==> src/hw/rtl/vms_pkg.sv <==
`default_nettype none

package vms_pkg;

    // configuration register indexes
    localparam logic [1:0] CFG_LAMBDA = 2'd0;
    localparam logic [1:0] CFG_MU     = 2'd1;
    localparam logic [1:0] CFG_CYL    = 2'd2;

    // per-transaction status carried down the pipe
    typedef struct packed {
        logic hoop;   // hoop term applies
        logic neg;    // hoop quotient is negative
        logic zr;     // cylindrical mode met a zero radius
        logic sat;    // result clips
    } vms_flags_t;

endpackage

`default_nettype wire

==> src/hw/rtl/vms_sqrt.sv <==
`default_nettype none

// Digit-by-digit integer square root, one root bit per stage.
module vms_sqrt #(
    parameter int W = 32
) (
    input  wire logic                clk,
    input  wire logic                rst_n,
    input  wire logic                en,
    input  wire logic                in_vld,
    input  wire logic [2*W-1:0]      rad,
    input  wire vms_pkg::vms_flags_t flags_in,
    output logic                     out_vld,
    output logic [W-1:0]             root,
    output vms_pkg::vms_flags_t      flags_out
);

    localparam int RW = 2*W;

    logic [W+1:0]        rem_reg  [W];
    logic [W-1:0]        root_reg [W];
    logic [RW-1:0]       rad_reg  [W];
    vms_pkg::vms_flags_t fl_reg   [W];
    logic [W-1:0]        vld_reg;

    logic [W+1:0]        rem_in  [W];
    logic [W-1:0]        root_in [W];
    logic [RW-1:0]       rad_in  [W];
    vms_pkg::vms_flags_t fl_in   [W];
    logic [W-1:0]        vld_in;

    for (genvar k = 0; k < W; k++)
    begin : g_stage
        logic [W+3:0] tmp, trial;
        logic         ge;

        if (k == 0)
        begin : g_first
            assign rem_in[k]  = '0;
            assign root_in[k] = '0;
            assign rad_in[k]  = rad;
            assign fl_in[k]   = flags_in;
            assign vld_in[k]  = in_vld;
        end
        else
        begin : g_rest
            assign rem_in[k]  = rem_reg[k-1];
            assign root_in[k] = root_reg[k-1];
            assign rad_in[k]  = rad_reg[k-1];
            assign fl_in[k]   = fl_reg[k-1];
            assign vld_in[k]  = vld_reg[k-1];
        end

        always_comb
        begin
            tmp   = {rem_in[k], rad_in[k][RW-1:RW-2]};
            trial = {2'b00, root_in[k], 2'b01};
            ge    = (tmp >= trial);
        end

        always_ff @(posedge clk or negedge rst_n)
        begin
            if (!rst_n)
            begin
                vld_reg[k] <= 1'b0;
            end
            else if (en)
            begin
                vld_reg[k] <= vld_in[k];
            end
        end

        always_ff @(posedge clk)
        begin
            if (en)
            begin
                rem_reg[k]  <= ge ? (W+2)'(tmp - trial) : tmp[W+1:0];
                root_reg[k] <= {root_in[k][W-2:0], ge};
                rad_reg[k]  <= rad_in[k] << 2;
                fl_reg[k]   <= fl_in[k];
            end
        end
    end

    assign out_vld   = vld_reg[W-1];
    assign root      = root_reg[W-1];
    assign flags_out = fl_reg[W-1];

endmodule

`default_nettype wire

==> config.mk <==
export PLATFORM = sky130hd
export DESIGN_NAME = vms_sqrt
export DESIGN_NICKNAME = d
export VERILOG_FILES = /design/src/hw/rtl/vms_pkg.sv /design/src/hw/rtl/vms_sqrt.sv
export SDC_FILE = /design/constraint.sdc
export NUM_CORES = 2
export LEC_CHECK = 0
export BUFFER_PORTS_ARGS = -buffer_cell sky130_fd_sc_hd__buf_2
export CORE_MARGIN = 2
export CORE_UTILIZATION = 61
export CTS_BUF_LIST = sky130_fd_sc_hd__clkbuf_4
export DETAILED_ROUTE_END_ITERATION = 8
export HOLD_SLACK_MARGIN = 0.15
export PLACE_DENSITY = 0.77
export SLEW_MARGIN = 10
export SYNTH_ARGS = -nofsm -noshare
export SYNTH_HDL_FRONTEND = slang
export SYNTH_MEMORY_MAX_BITS = 65536
export SYNTH_SLANG_ARGS = --single-unit
==> constraint.sdc <==
create_clock -name clk -period 5.2 [get_ports clk]
set_input_delay 0.26 -clock clk [delete_from_list [all_inputs] [get_ports clk]]
set_output_delay 0.26 -clock clk [all_outputs]
set_load 0.005 [all_outputs]
==> metrics.cfg <==
[yosys]
synth_cell_types = 83
ys_ff_latch = 2683
async_reset_ff_share_pct = 1.19
avgSynthCellArea_um2 = 13.2
synth_flop_cell = edfxtp_1
synth-edff-count = 2651
synth_fp_nets = 9917
yosys_warnings = 0
synth_area_um2 = 122000
netlist_instances = 9283
ys_seq_area_share_pct = 65.7
yosysTopAreaCell = edfxtp_1
yosysTopAreaCellShare_pct = 65.1
synth_area_leaders = edfxtp_1, ha_1, xor2_1, xnor2_1, a21oi_1

[hold_path]
hold_path_class = reg2reg
min_path_cells = 0
min_from = rad_reg[4][110]
worstHoldEndpoint = rad_reg[4][174]

[place]
numPortBuffers = 108
post-dp-hpwl_um = 173000
gp_congestion = 0.916

[sta]
whs_ns = 0.367
tightest_slew_ns = 1.12
fmax_mhz = 235
fin_tns_setup_ns = 0
post-route-period-util_pct = 82.0
finalSetupViolCount = 0
skew_ns = 0.0921
relSlewSlack_pct = 24.9
rsz0062_at_grt = no
hold_violations = 0
finalMaxSlewViolations = 0
finalCriticalPeriod_ns = 4.26

[final_layout]
drive_above_1_share_pct = 13.1
final_common_cell = edfxtp_1
largest_reg_flops = 1003
fin_nets = 10800
layout_common_cells = edfxtp_1, clkbuf_4, inv_1
fillers = 14100
area_growth_pct = 11.9

[critical_path]
worstPathRequired_ns = 6.30
critPathKind = reg2reg
crit_arrival_ns = 5.36
start_kind = register
worst-r2r-setup-slack_ns = 0.94
cp_max_fo = 5
rr_endpoint = rem_reg[3][67]
crit_path_end_kind = register
reg2reg_from = rem_reg[3][2]
r2r_cells = 11

[power]
power_per_cell_area_nw_per_um2 = 425
peakVddDrop_mv = 0.315
power_leakage_nw = 53.6

[job]
max_cap_viol_count = 0

[grt]
grt_start_max_net_pins = 171
grt_pass1_wl_um = 402000
grt_busiest_layer = met2
grt.met1_usage_pct = 30.4
grt.met2_usage_pct = 43.4
gr-total-overflow = 0
antenna_found_initial = 5
grt_usage_pct = 24.8
grt_pass1_vias = 75900
use_met3_pct = 4.31

[routing]
drc = 0
wl_per_cell_um = 19.1
firstDrtPassIters = 8
ant_nets = 0
first_iter_violations = 6220
vias = 75600
wirelength_um = 255000
avgViaCountPerCell = 5.68

[clock_network]
clkSinkCount = 2683
cts-buffers-inserted = 684
insertion_delay_ns = 1.40
clk_path_buf_depth = 4
path_clk_slew_ns = 0.07
clk_root_buffer_cell = clkbuf_4
htreeDepth = 6
cts_tree = yes
post_cts_buffers = 0

[floorplan]
die_y_um = 452
start_util_pct = 61.3
die_w_um = 452
coreArea_um2 = 199000
rows = 164
io_pins = 109
die_area_um2 = 204000

[status]
status = complete, no violations

how the worst max path moves through the flow:
stage / endpoint / cells after the start / startpoint
CTS: rem_reg[3][67] / 11 / rem_reg[3][2]
finish: rem_reg[3][67] / 11 / rem_reg[3][2]
detailed placement: rem_reg[3][67] / 11 / rem_reg[3][2]
global placement: rem_reg[3][63] / 11 / rem_reg[3][2]
floorplan: rem_reg[5][0] / 12 / rem_reg[4][102]
global route: rem_reg[3][65] / 11 / rem_reg[3][2]
Yosys cell counts, types with 45 or more instances:
cell type     n
nand3_1     156
or3_1       102
a21oi_1     572
nor2_1      544
nor4_1      112
nor3_1      208
inv_1       701
o21bai_1     45
xnor2_1     401
a21o_1      267
and3_1       45
xor2_1      436
o31ai_1      58
a31oi_1      47
ha_1        562
nand2_1     668
or4_1        60
o21ai_0     490
o21a_1       81
clkbuf_1    170
nand2b_1    111
edfxtp_1   2651
nor2b_1      98
mux2_2      107
nand4_1      80
per-layer routing:
metal | share of wire [%] | wire length [um] | up-vias
met5 | 0.0043 | 11 | -
met4 | 3.7 | 9510 | 2
met3 | 4.8 | 12100 | 593
met2 | 51 | 130000 | 2238
met1 | 40 | 103000 | 36300
li1 | - | - | 36500
critical path, stage by stage, from the launching register on:
cell	delay, ns
edfxtp_1	0.40
ha_1	0.37
a21o_1	0.20
a21oi_1	0.35
o21ai_0	0.16
a21oi_1	0.30
o21ai_0	0.22
o311ai_0	0.75
nand4_1	0.37
or3_1	0.47
nor3b_1	0.30
xor2_1	0.12
layout make-up:
class / count / area (um2) / share of cell area [%]
antenna: 14 / 35.0 / 0.0256
clock buffer: 962 / 7220 / 5.28
clock inverter: 206 / 1100 / 0.805
inverter: 703 / 2640 / 1.93
multi-input combinational: 5706 / 38600 / 28.2
sequential: 2683 / 80400 / 58.8
tap: 2656 / 3320 / 2.43
timing repair buffer: 393 / 3500 / 2.56
timing repair:
action,4_1_cts,5_1_grt
gates resized for setup,0,0
hold endpoints to repair,2784,0
hold buffers,216,0
power breakdown:
part	internal, mW	total [mW]	switching, mW
clock	8.98	17.4	8.43
combinational	4.93	11.7	6.72
sequential	27.2	29.2	1.91
total	41.1	58.2	17.1
stage by stage:
stage,total power [mW],std cells,instance area (um2),setup WS (ns),utilization (%)
global route,61.5,13300,137000,0.570,68.6
floorplan,37.1,9283,122000,1.59,-
finish,58.2,13300,137000,0.938,68.6
global placement,40.7,11900,126000,1.10,63.3
CTS,58.6,13300,137000,0.913,68.6
detailed placement,41.0,11900,126000,0.962,63.3
cell families (layout without fill, tap and decap cells):
group,Yosys count,count (layout),share of synthesized area [%]
DFF,2683,2683,65.7
and+or+nand+nor,2358,2358,9.45
AOI/OAI and AO/OA,1830,1830,9.23
buffers and inverters,894,2264,2.76
xor gates and xnor gates,837,837,5.99
adders and majority gates,562,562,5.75
muxes,118,118,1.08
other,1,15,0.00307
Power figures use the tool's default switching activity.
